<file path="src/sv/ddsc_pkg.sv">
// ddsc_pkg: shared constants, state/command/status types for the sample collector.
// No dependencies; imported by every module of the block.
package ddsc_pkg;

    localparam int SLOTS = 32;
    localparam int IDX_W = (SLOTS > 1) ? $clog2(SLOTS) : 1;
    localparam logic [IDX_W-1:0] LAST_IDX = IDX_W'(SLOTS - 1);
    localparam int CNT_W = 5;

    // 5 * dot > 4 * 32767^2
    localparam logic signed [42:0] SIM_LIM = 43'sd4294705156;
    localparam logic signed [15:0] UNIT_Q = 16'sd32767;

    typedef enum logic [1:0] {
        STS_STORED,
        STS_FROZEN,
        STS_ZERO,
        STS_SIMILAR
    } status_t;

    typedef enum logic [1:0] {
        MUL_SQ,
        MUL_LAST,
        MUL_MEM
    } mul_sel_t;

    typedef enum logic [3:0] {
        ST_IDLE,
        ST_SQ,
        ST_ROOT,
        ST_DIV,
        ST_LDOT,
        ST_LCHK,
        ST_RD,
        ST_SDOT,
        ST_SCHK,
        ST_WRITE,
        ST_OUT
    } state_t;

    typedef struct packed {
        logic             load;
        logic             mul_en;
        mul_sel_t         mul_sel;
        logic [1:0]       axis;
        logic             acc_clr;
        logic             acc_en;
        logic             root_init;
        logic             root_en;
        logic             div_init;
        logic             div_en;
        logic             div_store;
        logic             set_last;
        logic             mem_rd;
        logic [IDX_W-1:0] addr;
        logic             commit;
        logic             out_load;
        status_t          status;
        logic [IDX_W-1:0] slot;
    } cmd_t;

    typedef struct packed {
        logic frozen;
        logic in_zero;
        logic similar;
        logic stale;
        logic out_busy;
    } sts_t;

endpackage

</file>
<file path="src/sv/ddsc_datapath.sv">
// ddsc_datapath: config registers, shared multiplier/accumulator, bit-serial sqrt,
// radix-2 divider, sample table memory and result register. Uses ddsc_pkg.
module ddsc_datapath import ddsc_pkg::*; (
    input  logic        aclk,
    input  logic        aresetn,
    input  logic [79:0] s_tdata,
    input  logic        cfg_we,
    input  logic        cfg_addr,
    input  logic [23:0] cfg_wdata,
    input  cmd_t        cmd,
    output sts_t        sts,
    output logic        m_tvalid,
    input  logic        m_tready,
    output logic [15:0] m_tdata
);

    logic [23:0]        window_reg;
    logic               frozen_reg;
    logic signed [31:0] t_reg;
    logic signed [15:0] vec_reg  [3];
    logic signed [15:0] dir_reg  [3];
    logic signed [15:0] last_reg [3];
    logic signed [31:0] prod_reg;
    logic signed [39:0] acc_reg;
    logic [31:0]        n_reg, root_reg, bit_reg;
    logic [15:0]        rem_reg, lo_reg, q_reg;

    logic [79:0]        mem [SLOTS];
    logic [SLOTS-1:0]   valid_reg;
    logic signed [31:0] rd_time_reg;
    logic [47:0]        rd_dir_reg;

    logic               m_tvalid_reg;
    logic [1:0]         m_status_reg;
    logic [7:0]         m_slot_reg;

    logic signed [15:0] mul_a, mul_b, vec_ax;
    logic [31:0]        root_sum;
    logic [16:0]        vmag, div_t;
    logic [31:0]        num;
    logic signed [42:0] dot5;
    logic signed [33:0] limit;

    always_comb begin
        case (cmd.axis)
            2'd0:    vec_ax = vec_reg[0];
            2'd1:    vec_ax = vec_reg[1];
            default: vec_ax = vec_reg[2];
        endcase
        mul_a = vec_ax;
        mul_b = vec_ax;
        case (cmd.mul_sel)
            MUL_SQ: begin
                mul_a = vec_ax;
                mul_b = vec_ax;
            end
            MUL_LAST: begin
                case (cmd.axis)
                    2'd0:    begin mul_a = dir_reg[0]; mul_b = last_reg[0]; end
                    2'd1:    begin mul_a = dir_reg[1]; mul_b = last_reg[1]; end
                    default: begin mul_a = dir_reg[2]; mul_b = last_reg[2]; end
                endcase
            end
            MUL_MEM: begin
                case (cmd.axis)
                    2'd0:    begin mul_a = dir_reg[0]; mul_b = rd_dir_reg[15:0];  end
                    2'd1:    begin mul_a = dir_reg[1]; mul_b = rd_dir_reg[31:16]; end
                    default: begin mul_a = dir_reg[2]; mul_b = rd_dir_reg[47:32]; end
                endcase
            end
            default: begin
                mul_a = vec_ax;
                mul_b = vec_ax;
            end
        endcase
    end

    assign root_sum = root_reg + bit_reg;
    assign vmag     = vec_ax[15] ? (17'd0 - {vec_ax[15], vec_ax}) : {1'b0, vec_ax};
    assign num      = ({15'd0, vmag} << 15) - {15'd0, vmag};
    assign div_t    = {rem_reg, lo_reg[15]};
    assign dot5     = ({{3{acc_reg[39]}}, acc_reg} <<< 2) + {{3{acc_reg[39]}}, acc_reg};
    assign limit    = {{2{t_reg[31]}}, t_reg} - {10'd0, window_reg};

    always_comb begin
        sts.frozen   = frozen_reg;
        sts.in_zero  = (s_tdata[79:32] == 48'd0);
        sts.similar  = (dot5 > SIM_LIM);
        sts.stale    = ($signed({{2{rd_time_reg[31]}}, rd_time_reg}) < limit);
        sts.out_busy = m_tvalid_reg && !m_tready;
    end

    always_ff @(posedge aclk) begin
        if (!aresetn) begin
            window_reg  <= '0;
            frozen_reg  <= 1'b0;
            last_reg[0] <= UNIT_Q;
            last_reg[1] <= '0;
            last_reg[2] <= '0;
            valid_reg   <= '0;
        end else begin
            if (cfg_we) begin
                if (!cfg_addr) window_reg <= cfg_wdata;
                else           frozen_reg <= cfg_wdata[0];
            end
            if (cmd.set_last) begin
                last_reg <= dir_reg;
            end
            if (cmd.commit) begin
                valid_reg[cmd.slot] <= 1'b1;
            end
        end
    end

    always_ff @(posedge aclk) begin
        if (cmd.load) begin
            t_reg      <= s_tdata[31:0];
            vec_reg[0] <= s_tdata[47:32];
            vec_reg[1] <= s_tdata[63:48];
            vec_reg[2] <= s_tdata[79:64];
        end
        if (cmd.mul_en) begin
            prod_reg <= 32'(mul_a) * 32'(mul_b);
        end
        if (cmd.acc_clr) begin
            acc_reg <= '0;
        end else if (cmd.acc_en) begin
            acc_reg <= acc_reg + {{8{prod_reg[31]}}, prod_reg};
        end
        if (cmd.root_init) begin
            n_reg    <= acc_reg[31:0];
            root_reg <= '0;
            bit_reg  <= 32'h4000_0000;
        end else if (cmd.root_en) begin
            if (n_reg >= root_sum) begin
                n_reg    <= n_reg - root_sum;
                root_reg <= (root_reg >> 1) + bit_reg;
            end else begin
                root_reg <= root_reg >> 1;
            end
            bit_reg <= bit_reg >> 2;
        end
        if (cmd.div_init) begin
            rem_reg <= num[31:16];
            lo_reg  <= num[15:0];
            q_reg   <= '0;
        end else if (cmd.div_en) begin
            if (div_t >= {1'b0, root_reg[15:0]}) begin
                rem_reg <= 16'(div_t - {1'b0, root_reg[15:0]});
                q_reg   <= {q_reg[14:0], 1'b1};
            end else begin
                rem_reg <= div_t[15:0];
                q_reg   <= {q_reg[14:0], 1'b0};
            end
            lo_reg <= {lo_reg[14:0], 1'b0};
        end
        if (cmd.div_store) begin
            case (cmd.axis)
                2'd0:    dir_reg[0] <= vec_ax[15] ? (16'sd0 - q_reg) : q_reg;
                2'd1:    dir_reg[1] <= vec_ax[15] ? (16'sd0 - q_reg) : q_reg;
                default: dir_reg[2] <= vec_ax[15] ? (16'sd0 - q_reg) : q_reg;
            endcase
        end
    end

    // sample table: {dir z, dir y, dir x, time}; unwritten entries read as zero
    always_ff @(posedge aclk) begin
        if (cmd.commit) begin
            mem[cmd.slot] <= {dir_reg[2], dir_reg[1], dir_reg[0], t_reg};
        end
        if (cmd.mem_rd) begin
            if (valid_reg[cmd.addr]) begin
                rd_time_reg <= mem[cmd.addr][31:0];
                rd_dir_reg  <= mem[cmd.addr][79:32];
            end else begin
                rd_time_reg <= '0;
                rd_dir_reg  <= '0;
            end
        end
    end

    always_ff @(posedge aclk) begin
        if (!aresetn) begin
            m_tvalid_reg <= 1'b0;
        end else if (cmd.out_load) begin
            m_tvalid_reg <= 1'b1;
        end else if (m_tready) begin
            m_tvalid_reg <= 1'b0;
        end
    end

    always_ff @(posedge aclk) begin
        if (cmd.out_load) begin
            m_status_reg <= cmd.status;
            m_slot_reg   <= 8'(cmd.slot);
        end
    end

    assign m_tvalid = m_tvalid_reg;
    assign m_tdata  = {6'd0, m_slot_reg, m_status_reg};

endmodule

</file>
<file path="src/sv/ddsc_ctrl.sv">
// ddsc_ctrl: sequencer for one sample: normalize, check against last direction,
// scan the table, write and report. Uses ddsc_pkg; drives ddsc_datapath.
module ddsc_ctrl import ddsc_pkg::*; (
    input  logic aclk,
    input  logic aresetn,
    input  logic s_tvalid,
    output logic s_tready,
    input  sts_t sts,
    output cmd_t cmd
);

    state_t           state_reg, state_next;
    logic [CNT_W-1:0] cnt_reg, cnt_next;
    logic [1:0]       ax_reg, ax_next;
    logic [IDX_W-1:0] idx_reg, idx_next;
    logic [IDX_W-1:0] next_slot_reg, next_slot_next;
    logic [IDX_W-1:0] slot_reg, slot_next;
    status_t          status_reg, status_next;

    always_ff @(posedge aclk) begin
        if (!aresetn) begin
            state_reg     <= ST_IDLE;
            cnt_reg       <= '0;
            ax_reg        <= '0;
            idx_reg       <= '0;
            next_slot_reg <= '0;
            slot_reg      <= '0;
            status_reg    <= STS_STORED;
        end else begin
            state_reg     <= state_next;
            cnt_reg       <= cnt_next;
            ax_reg        <= ax_next;
            idx_reg       <= idx_next;
            next_slot_reg <= next_slot_next;
            slot_reg      <= slot_next;
            status_reg    <= status_next;
        end
    end

    always_comb begin
        state_next     = state_reg;
        cnt_next       = cnt_reg + CNT_W'(1);
        ax_next        = ax_reg;
        idx_next       = idx_reg;
        next_slot_next = next_slot_reg;
        slot_next      = slot_reg;
        status_next    = status_reg;
        s_tready       = 1'b0;
        cmd            = '0;
        cmd.mul_sel    = MUL_SQ;
        cmd.status     = status_reg;
        cmd.slot       = slot_reg;
        cmd.addr       = idx_reg;
        cmd.axis       = ax_reg;

        case (state_reg)
            ST_IDLE: begin
                s_tready = 1'b1;
                cnt_next = '0;
                if (s_tvalid) begin
                    cmd.load    = 1'b1;
                    cmd.acc_clr = 1'b1;
                    slot_next   = '0;
                    if (sts.frozen) begin
                        status_next = STS_FROZEN;
                        state_next  = ST_OUT;
                    end else if (sts.in_zero) begin
                        status_next = STS_ZERO;
                        state_next  = ST_OUT;
                    end else begin
                        state_next = ST_SQ;
                    end
                end
            end
            ST_SQ, ST_LDOT, ST_SDOT: begin
                cmd.mul_sel = (state_reg == ST_SQ)   ? MUL_SQ :
                              (state_reg == ST_LDOT) ? MUL_LAST : MUL_MEM;
                cmd.axis    = cnt_reg[1:0];
                cmd.mul_en  = (cnt_reg < CNT_W'(3));
                cmd.acc_en  = (cnt_reg != '0);
                if (cnt_reg == CNT_W'(3)) begin
                    cnt_next   = '0;
                    ax_next    = '0;
                    state_next = (state_reg == ST_SQ)   ? ST_ROOT :
                                 (state_reg == ST_LDOT) ? ST_LCHK : ST_SCHK;
                end
            end
            ST_ROOT: begin
                cmd.root_init = (cnt_reg == '0);
                cmd.root_en   = (cnt_reg != '0);
                if (cnt_reg == CNT_W'(16)) begin
                    cnt_next   = '0;
                    state_next = ST_DIV;
                end
            end
            ST_DIV: begin
                cmd.div_init  = (cnt_reg == '0);
                cmd.div_en    = (cnt_reg != '0) && (cnt_reg <= CNT_W'(16));
                cmd.div_store = (cnt_reg == CNT_W'(17));
                if (cnt_reg == CNT_W'(17)) begin
                    cnt_next = '0;
                    if (ax_reg == 2'd2) begin
                        cmd.acc_clr = 1'b1;
                        state_next  = ST_LDOT;
                    end else begin
                        ax_next = ax_reg + 2'd1;
                    end
                end
            end
            ST_LCHK: begin
                if (sts.similar) begin
                    status_next = STS_SIMILAR;
                    state_next  = ST_OUT;
                end else begin
                    cmd.set_last = 1'b1;
                    idx_next     = '0;
                    state_next   = ST_RD;
                end
            end
            ST_RD: begin
                cmd.mem_rd  = 1'b1;
                cmd.acc_clr = 1'b1;
                cnt_next    = '0;
                state_next  = ST_SDOT;
            end
            ST_SCHK: begin
                if (sts.stale || sts.similar) begin
                    slot_next  = idx_reg;
                    state_next = ST_WRITE;
                end else if (idx_reg == LAST_IDX) begin
                    slot_next  = next_slot_reg;
                    state_next = ST_WRITE;
                end else begin
                    idx_next   = idx_reg + IDX_W'(1);
                    state_next = ST_RD;
                end
            end
            ST_WRITE: begin
                cmd.commit     = 1'b1;
                next_slot_next = (slot_reg == LAST_IDX) ? '0 : slot_reg + IDX_W'(1);
                status_next    = STS_STORED;
                state_next     = ST_OUT;
            end
            ST_OUT: begin
                if (!sts.out_busy) begin
                    cmd.out_load = 1'b1;
                    state_next   = ST_IDLE;
                end
            end
            default: begin
                state_next = ST_IDLE;
            end
        endcase
    end

endmodule

</file>
<file path="src/sv/direction_diverse_sample_collector.sv">
// Direction-diverse sample collector: one result beat per sample beat. A frozen or
// zero sample goes straight to the result. Otherwise the sample is normalized (sum
// of squares, bit-serial square root, one radix-2 divide per axis), checked against
// the last direction, and the table is scanned one slot at a time (memory read plus
// 3 multiplies on the shared multiplier) before the sample is written. A new sample is
// taken while the previous result still waits on m_tready.
module direction_diverse_sample_collector import ddsc_pkg::*; (
    input  logic        aclk,
    input  logic        aresetn,
    input  logic        s_tvalid,
    output logic        s_tready,
    input  logic [79:0] s_tdata,   // timestamp, sample_x, sample_y, sample_z
    output logic        m_tvalid,
    input  logic        m_tready,
    output logic [15:0] m_tdata,   // status[1:0], slot_written[9:2], zero pad
    input  logic        cfg_we,
    input  logic        cfg_addr,
    input  logic [23:0] cfg_wdata
);

    cmd_t cmd;
    sts_t sts;

    ddsc_ctrl u_ctrl (
        .aclk     (aclk),
        .aresetn  (aresetn),
        .s_tvalid (s_tvalid),
        .s_tready (s_tready),
        .sts      (sts),
        .cmd      (cmd)
    );

    ddsc_datapath u_dp (
        .aclk      (aclk),
        .aresetn   (aresetn),
        .s_tdata   (s_tdata),
        .cfg_we    (cfg_we),
        .cfg_addr  (cfg_addr),
        .cfg_wdata (cfg_wdata),
        .cmd       (cmd),
        .sts       (sts),
        .m_tvalid  (m_tvalid),
        .m_tready  (m_tready),
        .m_tdata   (m_tdata)
    );

endmodule

</file>
<file path="config.mk">
export PLATFORM = sky130hd
export DESIGN_NAME = direction_diverse_sample_collector
export DESIGN_NICKNAME = d
export VERILOG_FILES = /design/src/sv/ddsc_pkg.sv /design/src/sv/ddsc_datapath.sv /design/src/sv/ddsc_ctrl.sv /design/src/sv/direction_diverse_sample_collector.sv
export SDC_FILE = /design/constraint.sdc
export NUM_CORES = 2
export LEC_CHECK = 0
export ABC_AREA = 1
export BUFFER_PORTS_ARGS = -buffer_cell sky130_fd_sc_hd__clkbuf_2
export CAP_MARGIN = 15
export CORE_MARGIN = 8
export CORE_UTILIZATION = 40
export CTS_CLUSTER_DIAMETER = 100
export DETAILED_ROUTE_END_ITERATION = 8
export RECOVER_POWER = 25
export SYNTH_ARGS = -nofsm -noshare
export SYNTH_HDL_FRONTEND = slang
export SYNTH_SLANG_ARGS = --single-unit
</file>
<file path="constraint.sdc">
create_clock -name aclk -period 16.63 [get_ports aclk]
set_input_delay 0.8315 -clock aclk [delete_from_list [all_inputs] [get_ports aclk]]
set_output_delay 0.8315 -clock aclk [all_outputs]
set_load 0.05 [all_outputs]
</file>
## Word-level counts from Yosys, hierarchy flattened

Memory sizes are Yosys's and may differ from the RTL's. A register that Yosys moved wholly into a read port is not among the register bits.
Cells that the tools add are included.
Widths: inputs -> output; s select.

- Add/subtract/negate cells: 14
- $mul: 1
- $lt $le $gt $ge: 9
- Eq/ne operators: 32
- Mux-type cells: 82
- Bitwise gates (word level): 3
- Reduce and logical (&&, ||, !) cells: 34

Operator list:

| cell | number |
|---|---|
| $pmux 16 s2 | 5 |
| $mux 32 | 4 |
| $mux 16 | 7 |
| $mux 5 | 11 |
| $mux 4 | 13 |
| $logic_not 48->1 | 1 |
| $add 42x40->43 | 1 |
| $gt 43x33->1 const B | 1 |
| $add 40x40->40 | 1 |
| $pmux 4 s9 | 1 |
| $lt 32x33->1 | 1 |
| $sub 32x25->33 | 1 |
| $add 31x31->32 | 1 |
| $add 32x31->32 | 1 |
| $ge 32x32->1 | 1 |
| $mul 16x16->32 | 1 |
| $or 32x32->32 | 1 |
| $sub 32x17->32 | 1 |
| $sub 32x32->32 | 1 |
| $mux 1 | 21 |
| $eq 5x5->1 const B | 4 |
| $mux 2 | 10 |
| $pmux 5 s2 | 2 |
| $pmux 5 s4 | 1 |
| other kinds (44) | 83 |

- Bits in registers: 421
- RAM bits: 2,608
- Bits of input ports: 110
- Output and inout port bits: 18
- Logic and storage cells: 205
- Memories: 2

Memory list:

| name | depth | width | rd ports | clocked after Yosys merged registers in | write ports | RTL line | text |
|---|---|---|---|---|---|---|---|
| u_dp.mem | 32 | 80 | 1 | 1 | 1 | ddsc_datapath.sv:28 | `logic [79:0] mem [SLOTS];` |
| u_dp.vec_reg | 3 | 16 | 3 | 0 | 3 | ddsc_datapath.sv:20 | `logic signed [15:0] vec_reg [3];` |

## Logic depth before layout (Yosys ltp)

- Word-level depth: 10
- Mapped depth: 45

## Cells and area by module

From an unflattened synthesis, not the netlist that was laid out.

- Cell total of the unflattened synthesis: 12,857
- Area, all modules: 144,488.6 µm²

Modules (own cells, without submodules):

| module | times used | cells each | area an instance (µm²) | seq. area each (µm²) |
|---|---|---|---|---|
| ddsc_datapath | 1 | 12,579 | 142,663.1 | 90,416.7 |
| ddsc_ctrl | 1 | 278 | 1,825.5 | 560.5 |

## Worst setup path before layout

OpenSTA, ideal clock, no wires.

- Path type: flip-flop to flip-flop
- From: reg u_ctrl.state_reg[2]
- To: reg u_dp.prod_reg[31], data pin
- Library setup time: 262 ps
- Arrival: 7,266 ps
- Path slack: 9,102 ps
- Cell stages (with the launch flop): 35
- Period minus slack after synthesis: 7,528 ps
- Path through: dfxtp_1 -> inv_1 -> nor2_2 -> nand3_4 -> nand2_4 -> nand2_2 -> nand2_4 -> buf_6 -> nand2_2 -> inv_1 -> clkbuf_1 -> nand2_1 -> nand3_1 -> a221o_1 -> nand2_1 -> nor2_1 -> inv_1 -> fa_1 -> inv_1 -> fa_1 -> fa_1 -> fa_1 -> fa_1 -> fa_1 -> ha_1 -> nand2_1 -> nor4_1 -> nand4_1 -> nand3_1 -> nand4_1 -> o211ai_1 -> a31oi_1 -> o21bai_1 -> a21oi_1 -> xor2_1

- Longest elaborated chain between the ends: 8

RTL lines:

| element | RTL line | text |
|---|---|---|
| start: declaration | ddsc_ctrl.sv:12 | `state_t state_reg, state_next;` |
| start signal: assignment | ddsc_ctrl.sv:30 | `state_reg <= state_next;` |
| $eq 4x3->1 | ddsc_ctrl.sv:56, ddsc_ctrl.sv:77 |  |
| $mux 2 | ddsc_ctrl.sv:77 | `(state_reg == ST_LDOT) ? MUL_LAST : MUL_MEM;` |
| $mux 2 | ddsc_ctrl.sv:76 | `cmd.mul_sel = (state_reg == ST_SQ) ? MUL_SQ :` |
| $mux 5 (*) | ddsc_ctrl.sv:56 | `case (state_reg)` |
| branches (longest 3 deep; another with $pmux 16 s2) | n/a |  |
| $mul 16x16->32 (*) | ddsc_datapath.sv:123 | `prod_reg <= 32'(mul_a) * 32'(mul_b);` |
| end signal: assignment | ddsc_datapath.sv:123 |  |
| end: declaration | ddsc_datapath.sv:23 | `logic signed [31:0] prod_reg;` |

Mark *: on every way between the ends.
A chain may end at the register's enable or synchronous reset.

## Worst setup path in the final report

- From: reg u_ctrl.state_reg[0]
- To: reg u_dp.prod_reg[31], data pin

Same word-level chain as after synthesis.

==> flow_metrics.tcl <==
set metrics [dict create \
    status "complete, but fails checks" \
    violations "capacitance limit, slew limit" \
    grt_usage_pct 22.1 \
    start_util_pct 40.2 \
    cp_max_fo 54 \
    yosysUniqueCellTypes 64 \
    firstDrtPassIters 6 \
    crit_buf_inv 4 \
    r2r-start "u_ctrl.state_reg[0]" \
    core_um2 356000 \
    vias_per_cell 5.71 \
    root_buffer "clkbuf_16" \
    cp-startpoint "u_ctrl.state_reg[0]" \
    fmax_mhz 99.9 \
    cts.sinks 3109 \
    regMostFlops "u_dp.mem" \
    ys_ff_latch 3109 \
    multi_input_area_um2 46100 \
    wl_per_cell_um 24.8 \
    synth_top_area_share_pct 60.3 \
    min_path_cells 1 \
    crit_path_end_kind "register" \
    postCtsResizedCells 0 \
    largest_reg_flops 2560 \
    hp-class "in -> reg" \
    nets 13158 \
    final-seq-area_um2 91000 \
    ys_seq_area_share_pct 63.6 \
    cts_buffers 326 \
    arrival_ns 10.59 \
    syn_to_final_growth_pct 11.4 \
    die_area_um2 377000 \
    critical_path.top_delay_family "adder cells" \
    portBuffers 118 \
    gp_congestion 0.922 \
    setup_viol 0 \
    slew_violations 1187 \
    max_slew_margin_pct -24.3 \
    grt_pass1_vias 94738 \
    holdCritStartpoint "s_tdata[19]" \
    grt_max_degree 203 \
    grt_antenna_before_repair 9 \
    gr-total-overflow 0 \
    crit_type "reg -> reg" \
    num_rows 219 \
    die_w_um 614 \
    rsz0062_at_grt "false" \
    htreeDepth 5 \
    crit_cells 31 \
    clock_skew_ns 0.108 \
    cts_tree "done" \
    n_fill_cell 32578 \
    period_needed_ns 10.01 \
    critPathRequiredTime_ns 17.21 \
    final.period_utilization_pct 60.2 \
    syn_area_per_cell_um2 11.4 \
    fin_tns_setup_ns 0 \
    start_kind "register" \
    drt_iter0_markers 11361 \
    drive_gt1_share_pct 6.44 \
    clockBufferDepth 4 \
    yosys_warnings 0 \
    clock_latency_ns 0.94 \
    synth_top_cell_by_area "edfxtp_1" \
    drtAntennaViolNets 0 \
    synth_area_leaders "edfxtp_1, o21ai_0, nor2_1, fa_1, dfxtp_1" \
    die_h_um 614 \
    synth_flop_cell "edfxtp_1" \
    routed_wl_um 434000 \
    synth_edf_count 2871 \
    cap_violations 35 \
    worst_slew_pin_slew_ns 1.86 \
    cp_common_cell "fa_1" \
    dp_hpwl_um 232000 \
    netlist_area_um2 143000 \
    slowest_delay_ns 0.91 \
    grt_pass1_wl_um 631000 \
    reg2reg_depth 31 \
    hold_viol_final 0 \
    num_vias 99777 \
    drc 0 \
    clk_pin_slew_ns 0.06 \
    slowest_stage "clkinv_1" \
    async_flop_share_pct 0 \
    synth_cells 12513 \
    num_io_pins 128 \
]
==> cell usage in the layout, fill, tap and decap left out, types with 13 or more instances in the layout <==
master     instances
a21o_1            15
a21oi_1          517
a221o_1           16
a31oi_1           27
buf_12            34
buf_4            107
bufinv_16         23
clkbuf_1         181
clkbuf_16        332
clkbuf_2          67
clkbuf_8          14
clkinv_1          65
clkinv_2          47
dfxtp_1          233
edfxtp_1        2871
fa_1             268
ha_1             317
inv_1            924
inv_6             13
nand2_1         1043
nand2_2           23
nand3_1          350
nand3_2           17
nand3b_1          31
nand4_1           41
nor2_1          1930
nor2_2            18
nor2_4            43
nor3_1            59
nor4_1            25
o211ai_1         234
o21ai_0         1722
o21bai_1          20
o221ai_1         439
o22ai_1          279
xnor2_1           80
xor2_1           134
==> layer usage <==
layer	vias to the layer above	share of wire (%)	track usage [%]
met5	-	0.0095	0
met1	49812	42	30.6
met3	784	7.6	2.94
met4	6	3.7	7.56
met2	4167	46	36.0
li1	45008	-	-
==> synthesized netlist by cell type, drive strengths merged, types with 5 or more instances <==
master	instances
fa	268
xor2	134
nand2	1074
buf	66
o21a	11
nor2	1991
nand4	41
inv	940
o2111ai	7
o22ai	279
nor3	61
nand3	373
o211ai	234
clkbuf	631
a21o	15
ha	317
dfxtp	238
a21oi	517
o21bai	22
a31oi	27
clkinv	6
edfxtp	2871
a211oi	10
o21ai	1733
nor4	25
o31ai	7
o221ai	440
or2	10
xnor2	81
a221o	16
a21boi	5
nand3b	37
==> final cells by class <==
cell class / instances / share of cell area [%]
Clock buffer: 430 / 5.53
Multi-Input combinational cell: 7769 / 29.0
Clock inverter: 160 / 0.975
Sequential cell: 3109 / 57.1
Inverter: 946 / 2.25
Timing Repair Buffer: 311 / 1.44
Tap cell: 4751 / 3.73
Antenna cell: 1 / 0.00157
==> logic make-up (layout without fill, tap and decap cells) <==
family,count (synthesis),in the layout,share of synthesized area [%]
buf+inv,1643,1847,4.39
fa+ha+maj,585,585,6.52
compound gates,3338,3338,13.8
xor+xnor,215,215,1.32
simple gates,3621,3621,10.4
flops,3109,3109,63.6
other cells,2,11,0.00525
==> stage by stage <==
stage               hold slack, ns  instances  instance area [um^2]  utilization, %  setup slack, ns
global placement             0.444      16874                149000            41.9             6.91
detailed placement           0.454      16874                149000            41.9             6.73
finish                      0.0737      17477                159000            44.8             6.62
CTS                        0.00343      17467                159000            44.8             6.71
global route                0.0440      17477                159000            44.8             5.99
floorplan                    0.403      12521                143000               -             9.10
==> final timing paths <==
check	end	slack, ns
worst max register to register	u_dp.prod_reg[31]	6.62
worst min register to register	u_dp.window_reg[2]	0.46
worst min-delay path	u_dp.t_reg[19]	0.07
worst max-delay path	u_dp.prod_reg[31]	6.62
==> repair_timing <==
action,CTS,global route
hold buffers,3,0
hold endpoints to repair,3,0
buffers inserted,0,0
Power is left out: the tool's default activity adds up to more than one toggle a clock period on the data nets, which glitch-free logic cannot reach.
